`src/rtl/cleb_pkg.sv`:
```
// ----------------------------------------------------------------------------
// cleb_pkg
// Shared types and codes for the cursor line edit buffer.
// ----------------------------------------------------------------------------
package cleb_pkg;

    typedef enum logic [2:0] {
        CMD_INSERT    = 3'd0,
        CMD_LEFT      = 3'd1,
        CMD_RIGHT     = 3'd2,
        CMD_BACKSPACE = 3'd3,
        CMD_FLUSH     = 3'd4
    } t_cmd;

    typedef struct packed {
        logic [2:0] command;
        logic [7:0] key_char;
    } t_in_item;

    typedef struct packed {
        logic [7:0] out_char;
        logic       last;
        logic       empty_line;
        logic       overflowed;
    } t_out_item;

    // per-cycle action of every cell in the row
    typedef enum logic [1:0] {
        CELL_HOLD,
        CELL_INSERT,   // open a gap at the cursor and write the key there
        CELL_DELETE,   // close the gap before the cursor
        CELL_SHIFT     // whole row moves one toward cell 0
    } t_cell_op;

    typedef struct packed {
        t_cell_op   op;
        logic [7:0] key;
    } t_cell_ctl;

    typedef enum logic {
        ST_IDLE,
        ST_FLUSH
    } t_state;

endpackage

```
`src/rtl/cleb_cell.sv`:
```
// ----------------------------------------------------------------------------
// cleb_cell
// One character position of the line; takes data from a neighbor or the key.
// ----------------------------------------------------------------------------
module cleb_cell
    import cleb_pkg::*;
#(
    parameter int IDX = 0,
    parameter int CW  = 7
) (
    input  logic            i_clk,
    input  t_cell_ctl       i_ctl,
    input  logic [CW-1:0]   i_cursor,
    input  logic [7:0]      i_left,
    input  logic [7:0]      i_right,
    output logic [7:0]      o_char
);

    localparam logic [CW-1:0] IDX_V = CW'(IDX);

    logic [7:0] r_char;
    logic [7:0] n_char;
    logic       w_del_here;

    // cursor > 0 on delete, so IDX >= cursor-1 is IDX+1 >= cursor
    assign w_del_here = ({1'b0, IDX_V} + {{CW{1'b0}}, 1'b1}) >= {1'b0, i_cursor};

    always_comb begin
        n_char = r_char;
        case (i_ctl.op)
            CELL_INSERT: begin
                if (IDX_V == i_cursor) begin
                    n_char = i_ctl.key;
                end else if (IDX_V > i_cursor) begin
                    n_char = i_left;
                end
            end
            CELL_DELETE: begin
                if (w_del_here) begin
                    n_char = i_right;
                end
            end
            CELL_SHIFT: n_char = i_right;
            default:    n_char = r_char;
        endcase
    end

    always_ff @(posedge i_clk) begin
        r_char <= n_char;
    end

    assign o_char = r_char;

endmodule

```
`src/rtl/cursor_line_edit_buffer_top.sv`:
```
// ----------------------------------------------------------------------------
// cursor_line_edit_buffer_top
// Keystroke line editor: a row of character cells plus cursor and length.
// ----------------------------------------------------------------------------
// Latency/throughput: an edit command updates the line as it is accepted;
//   the next transfer is accepted on the following cycle.
// Flush: one result per cycle (none while output stalls) out of cell 0 while
//   the row shifts toward it (max(1, length) results); input stalls meanwhile.
// Reset (i_rst_n low, synchronous): empty line, cursor 0, overflow flag clear,
//   no result pending. Cell contents are not reset.
module cursor_line_edit_buffer_top
    import cleb_pkg::*;
#(
    parameter int LINE_DEPTH = 64
) (
    input  logic      i_clk,
    input  logic      i_rst_n,
    input  logic      i_in_valid,
    output logic      o_in_ready,
    input  t_in_item  i_in_data,
    output logic      o_out_valid,
    input  logic      i_out_ready,
    output t_out_item o_out_data
);

    localparam int CW = $clog2(LINE_DEPTH + 1);
    localparam logic [CW-1:0] DEPTH_V = CW'(LINE_DEPTH);
    localparam logic [CW-1:0] ONE_V   = CW'(1);

    t_state      r_state, n_state;
    logic [CW-1:0] r_len, n_len;     // characters on the line
    logic [CW-1:0] r_cur, n_cur;     // cursor = characters left of it
    logic        r_drop, n_drop;     // insert dropped since last flush
    logic        r_out_valid, n_out_valid;
    t_out_item   r_out, n_out;

    t_cell_ctl   w_ctl;
    logic [7:0]  w_char [LINE_DEPTH];
    logic        w_accept;
    logic        w_slot_free;

    assign o_in_ready  = (r_state == ST_IDLE);
    assign w_accept    = i_in_valid && o_in_ready;
    // output register can take a new result this cycle
    assign w_slot_free = !r_out_valid || i_out_ready;

    // ---- cell row: cell k holds the k-th character of the line ----
    for (genvar g = 0; g < LINE_DEPTH; g++) begin : g_cell
        logic [7:0] w_left;
        logic [7:0] w_right;
        if (g == 0) begin : g_first
            assign w_left = 8'h00;
        end else begin : g_mid_l
            assign w_left = w_char[g-1];
        end
        if (g == LINE_DEPTH - 1) begin : g_last
            assign w_right = 8'h00;
        end else begin : g_mid_r
            assign w_right = w_char[g+1];
        end
        cleb_cell #(
            .IDX (g),
            .CW  (CW)
        ) u_cell (
            .i_clk    (i_clk),
            .i_ctl    (w_ctl),
            .i_cursor (r_cur),
            .i_left   (w_left),
            .i_right  (w_right),
            .o_char   (w_char[g])
        );
    end

    // ---- control ----
    always_comb begin
        n_state     = r_state;
        n_len       = r_len;
        n_cur       = r_cur;
        n_drop      = r_drop;
        n_out_valid = r_out_valid;
        n_out       = r_out;
        w_ctl.op    = CELL_HOLD;
        w_ctl.key   = i_in_data.key_char;

        if (r_out_valid && i_out_ready) begin
            n_out_valid = 1'b0;
        end

        unique case (r_state)
            ST_IDLE: begin
                if (w_accept) begin
                    case (i_in_data.command)
                        CMD_INSERT: begin
                            if (r_len < DEPTH_V) begin
                                w_ctl.op = CELL_INSERT;
                                n_len    = r_len + ONE_V;
                                n_cur    = r_cur + ONE_V;
                            end else begin
                                n_drop = 1'b1;  // full line, key lost
                            end
                        end
                        CMD_LEFT: begin
                            if (r_cur != '0) begin
                                n_cur = r_cur - ONE_V;
                            end
                        end
                        CMD_RIGHT: begin
                            if (r_cur != r_len) begin
                                n_cur = r_cur + ONE_V;
                            end
                        end
                        CMD_BACKSPACE: begin
                            if (r_cur != '0) begin
                                w_ctl.op = CELL_DELETE;
                                n_cur    = r_cur - ONE_V;
                                n_len    = r_len - ONE_V;
                            end
                        end
                        CMD_FLUSH: n_state = ST_FLUSH;
                        default: ;      // unused codes do nothing
                    endcase
                end
            end
            ST_FLUSH: begin
                if (w_slot_free) begin
                    n_out_valid      = 1'b1;
                    n_out.overflowed = r_drop;
                    if (r_len == '0) begin
                        // empty line: single marker result
                        n_out.out_char   = 8'h00;
                        n_out.last       = 1'b1;
                        n_out.empty_line = 1'b1;
                        n_state          = ST_IDLE;
                        n_drop           = 1'b0;
                        n_cur            = '0;
                    end else begin
                        n_out.out_char   = w_char[0];
                        n_out.last       = (r_len == ONE_V);
                        n_out.empty_line = 1'b0;
                        w_ctl.op         = CELL_SHIFT;
                        n_len            = r_len - ONE_V;
                        if (r_len == ONE_V) begin
                            n_state = ST_IDLE;
                            n_drop  = 1'b0;
                            n_cur   = '0;
                        end
                    end
                end
            end
        endcase
    end

    always_ff @(posedge i_clk) begin
        if (!i_rst_n) begin
            r_state <= ST_IDLE;
        end else begin
            r_state <= n_state;
        end
    end

    always_ff @(posedge i_clk) begin
        if (!i_rst_n) begin
            r_len       <= '0;
            r_cur       <= '0;
            r_drop      <= 1'b0;
            r_out_valid <= 1'b0;
        end else begin
            r_len       <= n_len;
            r_cur       <= n_cur;
            r_drop      <= n_drop;
            r_out_valid <= n_out_valid;
        end
    end

    // result payload, no reset needed
    always_ff @(posedge i_clk) begin
        r_out <= n_out;
    end

    assign o_out_valid = r_out_valid;
    assign o_out_data  = r_out;

endmodule

```
`config.mk`:
```
export PLATFORM = sky130hd
export DESIGN_NAME = cursor_line_edit_buffer_top
export DESIGN_NICKNAME = d
export VERILOG_FILES = /design/src/rtl/cleb_pkg.sv /design/src/rtl/cleb_cell.sv /design/src/rtl/cursor_line_edit_buffer_top.sv
export SDC_FILE = /design/constraint.sdc
export NUM_CORES = 1
export LEC_CHECK = 0
export BUFFER_PORTS_ARGS = -buffer_cell sky130_fd_sc_hd__buf_2
export CAP_MARGIN = 25
export CORE_AREA = 4 4 330 332
export DETAILED_ROUTE_END_ITERATION = 16
export DIE_AREA = 0 0 334 336
export MAX_ROUTING_LAYER = met4
export PLACE_DENSITY = 0.49
export SLEW_MARGIN = 20
export SYNTH_ARGS = -nofsm -noshare
export SYNTH_HDL_FRONTEND = slang
export SYNTH_SLANG_ARGS = --single-unit
export TNS_END_PERCENT = 5
```
`constraint.sdc`:
```
create_clock -name i_clk -period 8.1 [get_ports i_clk]
set_clock_uncertainty 0.05 [all_clocks]
set_input_delay 1.62 -clock i_clk [delete_from_list [all_inputs] [get_ports i_clk]]
set_output_delay 1.62 -clock i_clk [all_outputs]
set_load 0.01 [all_outputs]
```
## Yosys cells after proc, flatten, opt, wreduce, memory -nomap -nowiden

Index checks and enable logic that the tools add are counted.

| word-level totals | value |
|---|---|
| output and inout port bits | 13 |
| word-level logic and storage cells | 793 |
| register bits | 540 |
| input port bits | 15 |

| operators by class | value |
|---|---|
| muxes and demuxes | 296 |
| reduce and logical (&&, ||, !) cells | 78 |
| $add $sub $neg | 4 |
| equality and inequality tests | 212 |
| bitwise gates (word level) | 1 |
| order comparisons | 129 |

Operators with widths:

| operator | count |
|---|---|
| 8-bit 2-to-1 mux | 192 |
| 8-bit case mux with 3 select lines | 64 |
| 6-bit by 7-bit equality test with 1-bit output (first input constant) | 32 |
| 6-bit by 7-bit greater-or-equal comparator with 1-bit output (first input constant) | 32 |
| 6-bit by 7-bit > comparator with 1-bit output (first input constant) | 32 |
| 3-bit by 1-bit != test with 1-bit output (second input constant) | 66 |
| 3-bit AND reduction | 64 |
| 2-bit by 1-bit != test with 1-bit output (second input constant) | 67 |
| 5-bit by 7-bit equality test with 1-bit output (first input constant) | 16 |
| 5-bit by 7-bit greater-or-equal comparator with 1-bit output (first input constant) | 16 |
| 5-bit by 7-bit > comparator with 1-bit output (first input constant) | 16 |
| 7-bit 2-to-1 mux | 12 |
| 4-bit by 7-bit equality test with 1-bit output (first input constant) | 8 |
| 4-bit by 7-bit greater-or-equal comparator with 1-bit output (first input constant) | 8 |
| 4-bit by 7-bit > comparator with 1-bit output (first input constant) | 8 |
| 7-bit case mux with 2 select lines | 3 |
| 3-bit by 7-bit equality test with 1-bit output (first input constant) | 4 |
| 3-bit by 7-bit greater-or-equal comparator with 1-bit output (first input constant) | 4 |
| 3-bit by 7-bit > comparator with 1-bit output (first input constant) | 4 |
| 7-bit case mux with 3 select lines | 1 |
| 1-bit 2-to-1 mux | 16 |
| 7-bit by 1-bit adder with 7-bit output (second input constant) | 2 |
| 2-bit by 7-bit equality test with 1-bit output (first input constant) | 2 |
| 2-bit by 7-bit greater-or-equal comparator with 1-bit output (first input constant) | 2 |
| other kinds (34) | 49 |

## Logic depth before layout (Yosys ltp)

Gate-level depths: netlist of run 1.

| logic depth | value |
|---|---|
| word-level depth | 8 |
| mapped depth | 13 |

## Least setup slack after synthesis of run 1

OpenSTA, ideal clock, no wires.

| timing path | value |
|---|---|
| path type | input to register |
| start point | input port i_in_data[10] in the netlist's numbering |
| end point | register g_cell[15].u_cell.r_char[0], enable pin |
| cell stages on the path | 5 |
| arrival time | 3.707 ns |
| data required time | 7.646 ns |
| path slack | 3.940 ns |
| buffers on the path | 1 |
| cells stage by stage | clkbuf_1 nand3b_1 a311o_1 and2_0 o311ai_0 |

| between the ends | value |
|---|---|
| cells in the longest elaborated chain, start to end | 7 |

RTL lines:

| element | RTL line | text |
|---|---|---|
| start, declared | cursor_line_edit_buffer_top.sv:20 | `input t_in_item i_in_data,` |
| 3-bit by 2-bit equality test with 1-bit output or 3-bit zero test (tied branches) | cursor_line_edit_buffer_top.sv:92 | `case (i_in_data.command)` |
| 2-bit case mux with 2 select lines * | cursor_line_edit_buffer_top.sv:92 |  |
| 2-bit 2-to-1 mux * | cursor_line_edit_buffer_top.sv:91 | `if (w_accept) begin` |
| 2-bit case mux with 2 select lines * | cursor_line_edit_buffer_top.sv:89 | `unique case (r_state)` |
| 2-bit by 1-bit equality test with 1-bit output or 2-bit equality test (tied branches) | cleb_cell.sv:30 | `case (i_ctl.op)` |
| 3-bit by 1-bit != test with 1-bit output (no source line), or another cell as far along | -- |  |
| 3-bit AND reduction (no source line) * | -- |  |
| end signal, assigned | cleb_cell.sv:49 | `r_char <= n_char;` |
| end, declared | cleb_cell.sv:21 | `logic [7:0] r_char;` |

Every way passes the cells marked *; elsewhere a longest branch is shown, timed or not.
A chain may end at the register's enable or synchronous reset.

## Worst setup path in the final report of run 1

| timing path | value |
|---|---|
| start point | register r_cur[1] |
| end point | register g_cell[38].u_cell.r_char[7] (data pin) |

| between the ends | value |
|---|---|
| cells in the longest elaborated chain, start to end | 7 |

RTL lines:

| element | RTL line | text |
|---|---|---|
| start, declared | cursor_line_edit_buffer_top.sv:32 | `logic [CW-1:0] r_cur, n_cur;` |
| start signal, assigned | cursor_line_edit_buffer_top.sv:169 | `r_cur <= n_cur;` |
| 7-bit nonzero test | cursor_line_edit_buffer_top.sv:113 | `if (r_cur != '0) begin` |
| 2-bit 2-to-1 mux | cursor_line_edit_buffer_top.sv:113 |  |
| 2-bit case mux with 2 select lines | cursor_line_edit_buffer_top.sv:92 |  |
| 2-bit 2-to-1 mux | cursor_line_edit_buffer_top.sv:91 |  |
| 2-bit case mux with 2 select lines | cursor_line_edit_buffer_top.sv:89 |  |
| 2-bit equality test or 2-bit by 1-bit equality test with 1-bit output (tied branches) | cleb_cell.sv:30 |  |
| 8-bit case mux with 3 select lines * | cleb_cell.sv:30 |  |
| named net g_cell[38].u_cell.n_char[7] | cleb_cell.sv:22 | `logic [7:0] n_char;` |
| end signal, assigned | cleb_cell.sv:49 |  |
| end, declared | cleb_cell.sv:21 |  |

Mark *: on every way through the listed nets, which the timed path passes. The rest lies on a longest branch.

==> flow_summary.json, run 1 <==
{
  "status": "finished, final reports clean",
  "netlist_instances": 2801,
  "area.sequential_sq_um": 16050,
  "portBuffers": 27,
  "fill_cells": 11049,
  "cp_slowest_cell": "dfxtp_1",
  "die_x_microns": 334,
  "period_share_pct": 66.12,
  "ir_worst_vdd_uv": 151.6,
  "rows": 120,
  "cts_setup_buffers": 0,
  "crit_top_cell": "buf_4",
  "synth-seq-area-share_pct": 54.41,
  "dieArea_sq_um": 112200,
  "fmax_ghz": 0.1867,
  "critPathMaxFanout": 142,
  "cpPeakStageDelay_ps": 890,
  "finalSetupViolCount": 0,
  "synthTopCellsByCount": "nand2_1 (579), edfxtp_1 (523), o21ai_1 (512)",
  "cts_num_sinks": 540,
  "async_reset_ff_share_pct": 0,
  "syn-num-nets": 2825,
  "core_sq_um": 106300,
  "cts_made_buffers": 59,
  "io_pins": 28,
  "critical_path_required_ps": 8360,
  "clk_latency_ps": 610,
  "ys_warn_count": 0,
  "slew_headroom_pct": 32.31,
  "ant_nets": 0,
  "synth_edf_count": 523,
  "drt_drc_violations_left": 0,
  "syn-cell-area_sq_um": 29490,
  "rsz0062_at_grt": "no",
  "grtUsageTotal_pct": 13.77,
  "place_congestion": 0.8461,
  "hold_path.class": "reg -> reg",
  "yosys.cell_types.count": 70,
  "cts_tree": "built",
  "final_nets": 2725,
  "criticalPathCategory": "reg -> reg",
  "vias": 20965,
  "wl_per_cell_microns": 18.68,
  "grt_pass1_wl_microns": 122400,
  "cts_buffer_depth": 3,
  "antenna_found_initial": 1,
  "layout_setup_ws_ps": 2744,
  "cp-start-kind": "flop",
  "drive_above_1_share_pct": 6.992,
  "multi_input_area_sq_um": 12420,
  "routed_wl_microns": 77520,
  "layout_min_cycle_time_ps": 5356,
  "dp.cells": 4034,
  "fp.dieH_microns": 336,
  "grt_overflow": 0,
  "synth.avg_cell_area_sq_um": 10.53,
  "synth_top_cell_by_area": "edfxtp_1",
  "root_buffer": "clkbuf_16",
  "finish.utilization_pct": 30.79,
  "dpl.hpwl_microns": 51050,
  "path_clk_slew_ps": 60,
  "final_cell_count_no_fill": 4150,
  "cts_max_level": 2,
  "start_util_pct": 27.74,
  "ys_seq_elements": 540,
  "setup-tns-final_ps": 0,
  "drt_pass1_iterations": 5,
  "crit_chain": "inv_1 > ha_1 > nor2b_1 > a311o_1 > nand2_8 > buf_4 > buf_4 > o21ai_1",
  "cts_resized": 0,
  "power.density_nw_per_um2": 200.9,
  "yosysMostFrequentCell": "nand2_1",
  "crit_arrival_ps": 5620,
  "postCtsHoldBufs": 0,
  "drv_slew": 0,
  "syn_to_final_growth_pct": 10.97,
  "grt_pass1_vias": 20912,
  "synthTopCellsByArea": "edfxtp_1 (53%), mux2i_1 (17%), o21ai_1 (8.7%), nand2_1 (7.4%), clkbuf_1 (1.9%)",
  "hold_violations": 0,
  "grt_max_degree": 199,
  "first_iter_violations": 1803,
  "cap_violations": 0,
  "ys.flop_type": "edfxtp_1",
  "synth_top_area_share_pct": 53.25,
  "endpoint_kind": "flop",
  "dp_slack_ps": 2825,
  "leakagePower_nw": 11.92,
  "viasPerCell": 5.052,
  "worst_slew_pin_slew_ps": 1012
}
cell families after synthesis:
family | count (synthesis) | synth area share [%]
AO/OA/AOI/OAI | 692 | 12.47
XOR/XNOR | 11 | 0.3267
adder cells (fa/ha/maj) | 9 | 0.3818
buffers and inverters | 257 | 3.653
flip-flops | 540 | 54.41
multiplexers | 510 | 17.32
AND/OR/NAND/NOR | 782 | 11.44
flip-flops by register name, indices dropped and copies added, names as in the netlist:
signal	cells
r_state	1
o_out_valid	1
r_drop	1
g_cell.u_cell.o_char	512
o_out_data	11
r_len	7
r_cur	7
layout by cell type, fill, tap and decap left out, types with 7 or more instances in the layout:
cell	synthesis	layout
nand4_1	7	7
a22oi_1	9	9
edfxtp_1	523	523
xnor2_1	11	11
inv_1	9	9
and3_1	9	9
ha_1	9	9
nor2_1	63	62
buf_2	78	27
nand2b_1	12	12
mux2i_1	509	509
and2_1	18	18
nand3_1	22	22
a21oi_1	60	60
o21ai_1	512	516
clkbuf_16	0	61
dfxtp_1	17	17
a22o_1	10	10
nor3_1	10	8
buf_4	2	49
o22ai_1	9	9
nor2_2	9	10
clkbuf_1	146	17
clkinv_1	0	15
nor2b_1	9	9
nand2_1	579	578
o21ai_0	47	43
final timing paths:
path            start                          end  slack, ps  cells past startpoint
min            r_drop                o_out_data[0]        390                      0
max reg2reg  r_cur[1]  g_cell[38].u_cell.o_char[7]       2740                      8
min reg2reg    r_drop                o_out_data[0]        390                      0
max          r_cur[1]  g_cell[38].u_cell.o_char[7]       2740                      8
worst max-delay path, delay by kind of cell, from the launching register on:
kind | cells | cell delay, ps
flops | 1 | 890
buf+inv | 3 | 1780
fa+ha+maj | 1 | 490
compound gates | 2 | 700
simple gates | 2 | 1030
where the power goes:
part           switching, mW  internal (mW)
sequential            0.0710           3.24
clock                   1.13           1.53
combinational          0.411          0.187
layout make-up:
cell class,count,share of cell area (%)
flip-flops and latches,540,49.03
multi-input cells,2004,37.94
well taps,1403,5.364
clock buffers,78,4.859
repair buffers,85,1.858
clock inverters,28,0.8182
inverters,11,0.1262
diodes,1,0.007646
metrics by stage:
stage / instance area (sq um) / hold WS, ps / total power, mW
2_1_floorplan: 29490 / 359.0 / 3.774
3_3_place_gp: 30770 / 389.3 / 3.964
3_5_place_dp: 30800 / 376.7 / 3.970
4_1_cts: 32650 / 393.0 / 6.660
5_1_grt: 32730 / 402.6 / 6.853
6_report: 32730 / 392.1 / 6.573
metal layers:
layer / share of wire, % / vias up / GRT usage (%)
li1: - / 10014 / -
met1: 50 / 10382 / 19.56
met2: 44 / 436 / 20.94
met3: 4.0 / 133 / 1.775
met4: 2.3 / 0 / 3.316
met5: 0 / - / -
Note: power is estimated with default switching activity, not from simulation.
==> run 2: changes to the inputs <==
--- a/config.mk
+++ b/config.mk
@@ -11,7 +11,7 @@
 export DETAILED_ROUTE_END_ITERATION = 16
 export DIE_AREA = 0 0 334 336
 export MAX_ROUTING_LAYER = met4
-export PLACE_DENSITY = 0.49
+export PLACE_DENSITY = 0.5
 export SLEW_MARGIN = 20
 export SYNTH_ARGS = -nofsm -noshare
 export SYNTH_HDL_FRONTEND = slang
==> constraint.sdc (replaced) <==
create_clock -name i_clk -period 4.6 [get_ports i_clk]
set_clock_uncertainty 0.05 [all_clocks]
set_input_delay 0.92 -clock i_clk [delete_from_list [all_inputs] [get_ports i_clk]]
set_output_delay 0.92 -clock i_clk [all_outputs]
set_load 0.01 [all_outputs]
==> run 2 against run 1 <==
Effect of this change: total power rose by 76%; critical path type unchanged; global-route usage shrank 0.14 points; largest power group unchanged; wire length shrank 1.6%; largest cell class unchanged; clock power up 75%; worst setup slack worse by 1600 ps; critical path depth unchanged; cell area rose by 0.92%; highest routed layer unchanged; non-clock buffer count up 39.
==> flow_summary.json, run 2 (synthesis gave the netlist of run 1 again) <==
{
  "routed_wl_microns": 76280,
  "endpoint_kind": "flop",
  "grtUsageTotal_pct": 13.63,
  "die_x_microns": 334,
  "cp_top_family": "buffers and inverters",
  "ant_nets": 0,
  "first_iter_violations": 1711,
  "final_nets": 2765,
  "cts_resized": 0,
  "fmax_ghz": 0.2918,
  "cap_violations": 0,
  "cts_buffer_depth": 3,
  "area.sequential_sq_um": 16050,
  "critical_path_required_ps": 4860,
  "hold_violations": 0,
  "cts_tree": "built",
  "root_buffer": "clkbuf_16",
  "cts_max_level": 2,
  "hold_path.class": "reg -> reg",
  "layout_min_cycle_time_ps": 3427,
  "grt_overflow": 0,
  "dieArea_sq_um": 112200,
  "largest_register_ff_count": 512,
  "portBuffers": 27,
  "fp.dieH_microns": 336,
  "leakagePower_nw": 12.14,
  "layout_common_cells": "nand2_1 (578), edfxtp_1 (523), o21ai_1 (512)",
  "vias": 20918,
  "antenna_found_initial": 1,
  "drive_above_1_share_pct": 8.363,
  "path_clk_slew_ps": 60,
  "critPathBufInv": 3,
  "grtUsageMet2_pct": 21.03,
  "finalSetupViolCount": 0,
  "drt_pass1_iterations": 5,
  "viasPerCell": 4.992,
  "cp_slowest_cell": "dfxtp_1",
  "worst_slew_pin_slew_ps": 1055,
  "status": "finished, final reports clean",
  "cts_setup_buffers": 0,
  "busiest_layer": "met2",
  "crit_arrival_ps": 3690,
  "met3_usage_pct": 1.671,
  "cts_num_sinks": 540,
  "power.density_nw_per_um2": 350.4,
  "period_share_pct": 74.50,
  "setup-tns-final_ps": 0,
  "final_common_cell": "nand2_1",
  "rows": 120,
  "finalPower_mw": 11.57,
  "critPathMaxFanout": 222,
  "start_util_pct": 27.74,
  "cts_made_buffers": 60,
  "clk_latency_ps": 610,
  "place_congestion": 0.8778,
  "slew_headroom_pct": 29.68,
  "criticalPathCategory": "reg -> reg",
  "drt_drc_violations_left": 0,
  "grt_max_degree": 223,
  "io_pins": 28,
  "crit_chain": "nor2_1 > buf_4 > a311o_1 > nand2_8 > buf_12 > a21oi_1 > a21oi_1 > buf_4",
  "fill_cells": 11069,
  "grt_pass1_wl_microns": 120900,
  "postCtsHoldBufs": 0,
  "grt_pass1_vias": 20891,
  "rsz0062_at_grt": "no",
  "syn_to_final_growth_pct": 11.99,
  "multi_input_area_sq_um": 12410,
  "dpl.hpwl_microns": 52120,
  "ir_worst_vdd_uv": 266.1,
  "use_met1_pct": 19.05,
  "cp-start-kind": "flop",
  "core_sq_um": 106300,
  "drv_slew": 0,
  "cpPeakStageDelay_ps": 750,
  "wl_per_cell_microns": 18.21
}
## run 2: per-stage QoR
stage | setup slack, ps | area [sq um] | cells | hold WS, ps | utilization [%]
floorplan | 1097 | 29490 | 2801 | 359.0 | -
global placement | 920.6 | 31120 | 4075 | 375.6 | 29.28
detailed placement | 889.5 | 31130 | 4076 | 379.4 | 29.28
CTS | 1184 | 32980 | 4183 | 396.3 | 31.03
global route | 958.8 | 33030 | 4190 | 408.0 | 31.07
finish | 1173 | 33030 | 4190 | 397.1 | 31.07
## run 2: worst paths after layout
kind	from	end	slack, ps	cells past startpoint
worst max-delay path	r_cur[6]	g_cell[3].u_cell.o_char[5]	1170	8
worst max register to register	r_cur[6]	g_cell[3].u_cell.o_char[5]	1170	8
worst min register to register	r_drop	o_out_data[0]	400	0
worst min-delay path	r_drop	o_out_data[0]	400	0
## run 2: layout make-up
type,count,area share (%)
flip-flops and latches,540,48.58
inverters,11,0.1250
multi-input cells,2004,37.57
clock inverters,32,0.8259
diodes,1,0.007577
clock buffers,75,4.781
well taps,1403,5.315
repair buffers,124,2.796
## run 2: worst reg2reg max path, cell delays in order, from the launching register on
cell,delay [ps]
dfxtp_1,750
nor2_1,110
buf_4,210
a311o_1,450
nand2_8,340
buf_12,660
a21oi_1,180
a21oi_1,160
buf_4,210
## run 2: per-layer routing
layer | wire [microns] | vias up
met5 | 0 | -
li1 | - | 10089
met3 | 3175 | 126
met4 | 1797 | 0
met1 | 37130 | 10274
met2 | 34180 | 429
## run 2: power breakdown
group	switching (mW)	internal, mW	total [mW]
sequential	0.117	5.71	5.83
clock	1.97	2.69	4.65
combinational	0.737	0.356	1.09
total	2.82	8.75	11.6
==> run 3: changes to the inputs <==
==> constraint.sdc (replaced) <==
create_clock -name i_clk -period 3.05 [get_ports i_clk]
set_clock_uncertainty 0.05 [all_clocks]
set_input_delay 0.61 -clock i_clk [delete_from_list [all_inputs] [get_ports i_clk]]
set_output_delay 0.61 -clock i_clk [all_outputs]
set_load 0.01 [all_outputs]
==> run 3 against run 2 <==
Effect of this change: combinational power rose by 59%; first-iteration DRC count decreased by 0.82%; utilization rose by 0.48 points; sequential power increased by 51%; via count grew 1.0%; sequential cell count unchanged; non-clock buffer count grew 56; register-to-register slack lost 940 ps; clock power grew 45%; critical endpoint is now g_cell[18].u_cell.o_char[0]; largest cell class unchanged.
==> flow_summary.json, run 3 (synthesis gave the netlist of run 1 again) <==
{
  "critical_path_required_ps": 3310,
  "antenna_found_initial": 1,
  "ant_nets": 0,
  "finalSetupViolCount": 0,
  "syn_to_final_growth_pct": 13.72,
  "met3_length_microns": 2819,
  "status": "finished, final reports clean",
  "cts_made_buffers": 61,
  "wl_met1_microns": 37540,
  "die_x_microns": 334,
  "rsz0062_at_grt": "no",
  "dp.cells": 4138,
  "drv_slew": 0,
  "viasPerCell": 4.977,
  "period_share_pct": 92.43,
  "critPathBufInv": 4,
  "fmax_ghz": 0.3547,
  "root_buffer": "clkbuf_16",
  "layout_common_cells": "nand2_1 (578), edfxtp_1 (523), o21ai_1 (517)",
  "grt_max_degree": 192,
  "cp_top_family": "buffers and inverters",
  "placed_area_sq_um": 31770,
  "cts_resized": 0,
  "start_util_pct": 27.74,
  "portBuffers": 27,
  "cp-start-kind": "flop",
  "drt_drc_violations_left": 0,
  "layout_min_cycle_time_ps": 2819,
  "criticalPathCategory": "reg -> reg",
  "wl_met2_microns": 34120,
  "hold_path.class": "in -> reg",
  "cts_tree": "built",
  "crit_top_cell": "buf_4",
  "power.density_nw_per_um2": 514.6,
  "grt_pass1_vias": 21128,
  "routed_wl_microns": 76280,
  "critPathMaxFanout": 33,
  "grtUsageTotal_pct": 13.66,
  "cp_slowest_cell": "a311o_1",
  "final_nets": 2822,
  "final_common_cell": "nand2_1",
  "slew_headroom_pct": 46.05,
  "drt_pass1_iterations": 8,
  "cap_violations": 0,
  "fp.dieH_microns": 336,
  "drive_above_1_share_pct": 10.34,
  "crit_chain": "inv_1 > ha_1 > nor2b_1 > a311o_1 > buf_4 > nand2_8 > buf_12 > nor2_1 > a21oi_1 > buf_4",
  "first_iter_violations": 1697,
  "cts_max_level": 2,
  "hold_violations": 0,
  "cts_setup_buffers": 0,
  "clk_latency_ps": 610,
  "final_cell_count_no_fill": 4246,
  "cts_num_sinks": 540,
  "grt_pass1_wl_microns": 122000,
  "ir_worst_vdd_uv": 356.3,
  "cts_buffer_depth": 3,
  "rows": 120,
  "holdWs_ps": 267.2,
  "dpl.hpwl_microns": 52860,
  "grt_overflow": 0,
  "path_clk_slew_ps": 60,
  "leakagePower_nw": 12.43,
  "top_layer": "met4",
  "crit_arrival_ps": 3080,
  "worst_slew_pin_slew_ps": 809.2,
  "fin_area_sq_um": 33540,
  "core_sq_um": 106300,
  "cpPeakStageDelay_ps": 380,
  "wl_per_cell_microns": 17.97,
  "dieArea_sq_um": 112200,
  "postCtsHoldBufs": 0,
  "vias": 21132,
  "largest_register_ff_count": 512,
  "place_congestion": 0.8899,
  "endpoint_kind": "flop",
  "io_pins": 28
}
-- run 3: cell count changes in the layout (fill, tap and decap cells not counted), sizes merged --
cell	before	now
buf	121	180
bufinv	5	1
clkbuf	78	79
clkinv	25	26
clkinvlp	1	0
-- run 3: worst paths after layout --
| path | start | to | slack [ps] | depth (start not counted) |
|---|---|---|---|---|
| max | r_cur[0] | g_cell[18].u_cell.o_char[0] | 230 | 10 |
| min | i_in_valid | r_state | 270 | 3 |
| max reg2reg | r_cur[0] | g_cell[18].u_cell.o_char[0] | 230 | 10 |
| min reg2reg | r_drop | o_out_data[0] | 400 | 0 |
-- run 3: power by group --
group / internal [mW] / switching, mW / leakage (nW) / total, mW
combinational: 0.598 / 1.13 / 6.65 / 1.73
clock: 3.76 / 2.99 / 0.868 / 6.75
sequential: 8.61 / 0.168 / 4.91 / 8.78
-- run 3: final cells by class --
| cell class | count | area [sq um] |
|---|---|---|
| clock buffer | 79 | 1614 |
| tap | 1403 | 1755 |
| fill | 11102 | 72770 |
| inverter | 11 | 41.29 |
| multi-input combinational | 2004 | 12460 |
| sequential | 540 | 16050 |
| clock inverter | 28 | 148.9 |
| antenna | 1 | 2.502 |
| timing repair buffer | 180 | 1471 |
-- run 3: tightest hold or removal path, delay by kind of cell --
family / cells / cell delay (ps)
AO/OA/AOI/OAI: 1 / 60
AND/OR/NAND/NOR: 1 / 70
buffers and inverters: 1 / 120
-- run 3: per-layer routing --
metal,global-route usage (%),up-vias
met1,19.17,10423
li1,-,10191
met2,21.07,404
met4,3.547,0
met5,-,-
met3,1.596,114
-- run 3: per-stage QoR --
| step | worst slack, ps | setup TNS, ps | power (mW) | util (%) |
|---|---|---|---|---|
| after global placement | 50.26 | 0 | 10.64 | 29.89 |
| after global routing | 122.8 | 0 | 18.05 | 31.55 |
| final | 230.8 | 0 | 17.26 | 31.55 |
| after CTS | 258.0 | 0 | 17.48 | 31.55 |
| after detailed placement | 48.75 | 0 | 10.67 | 29.89 |
| after floorplan | -186.1 | -34770 | 10.03 | - |
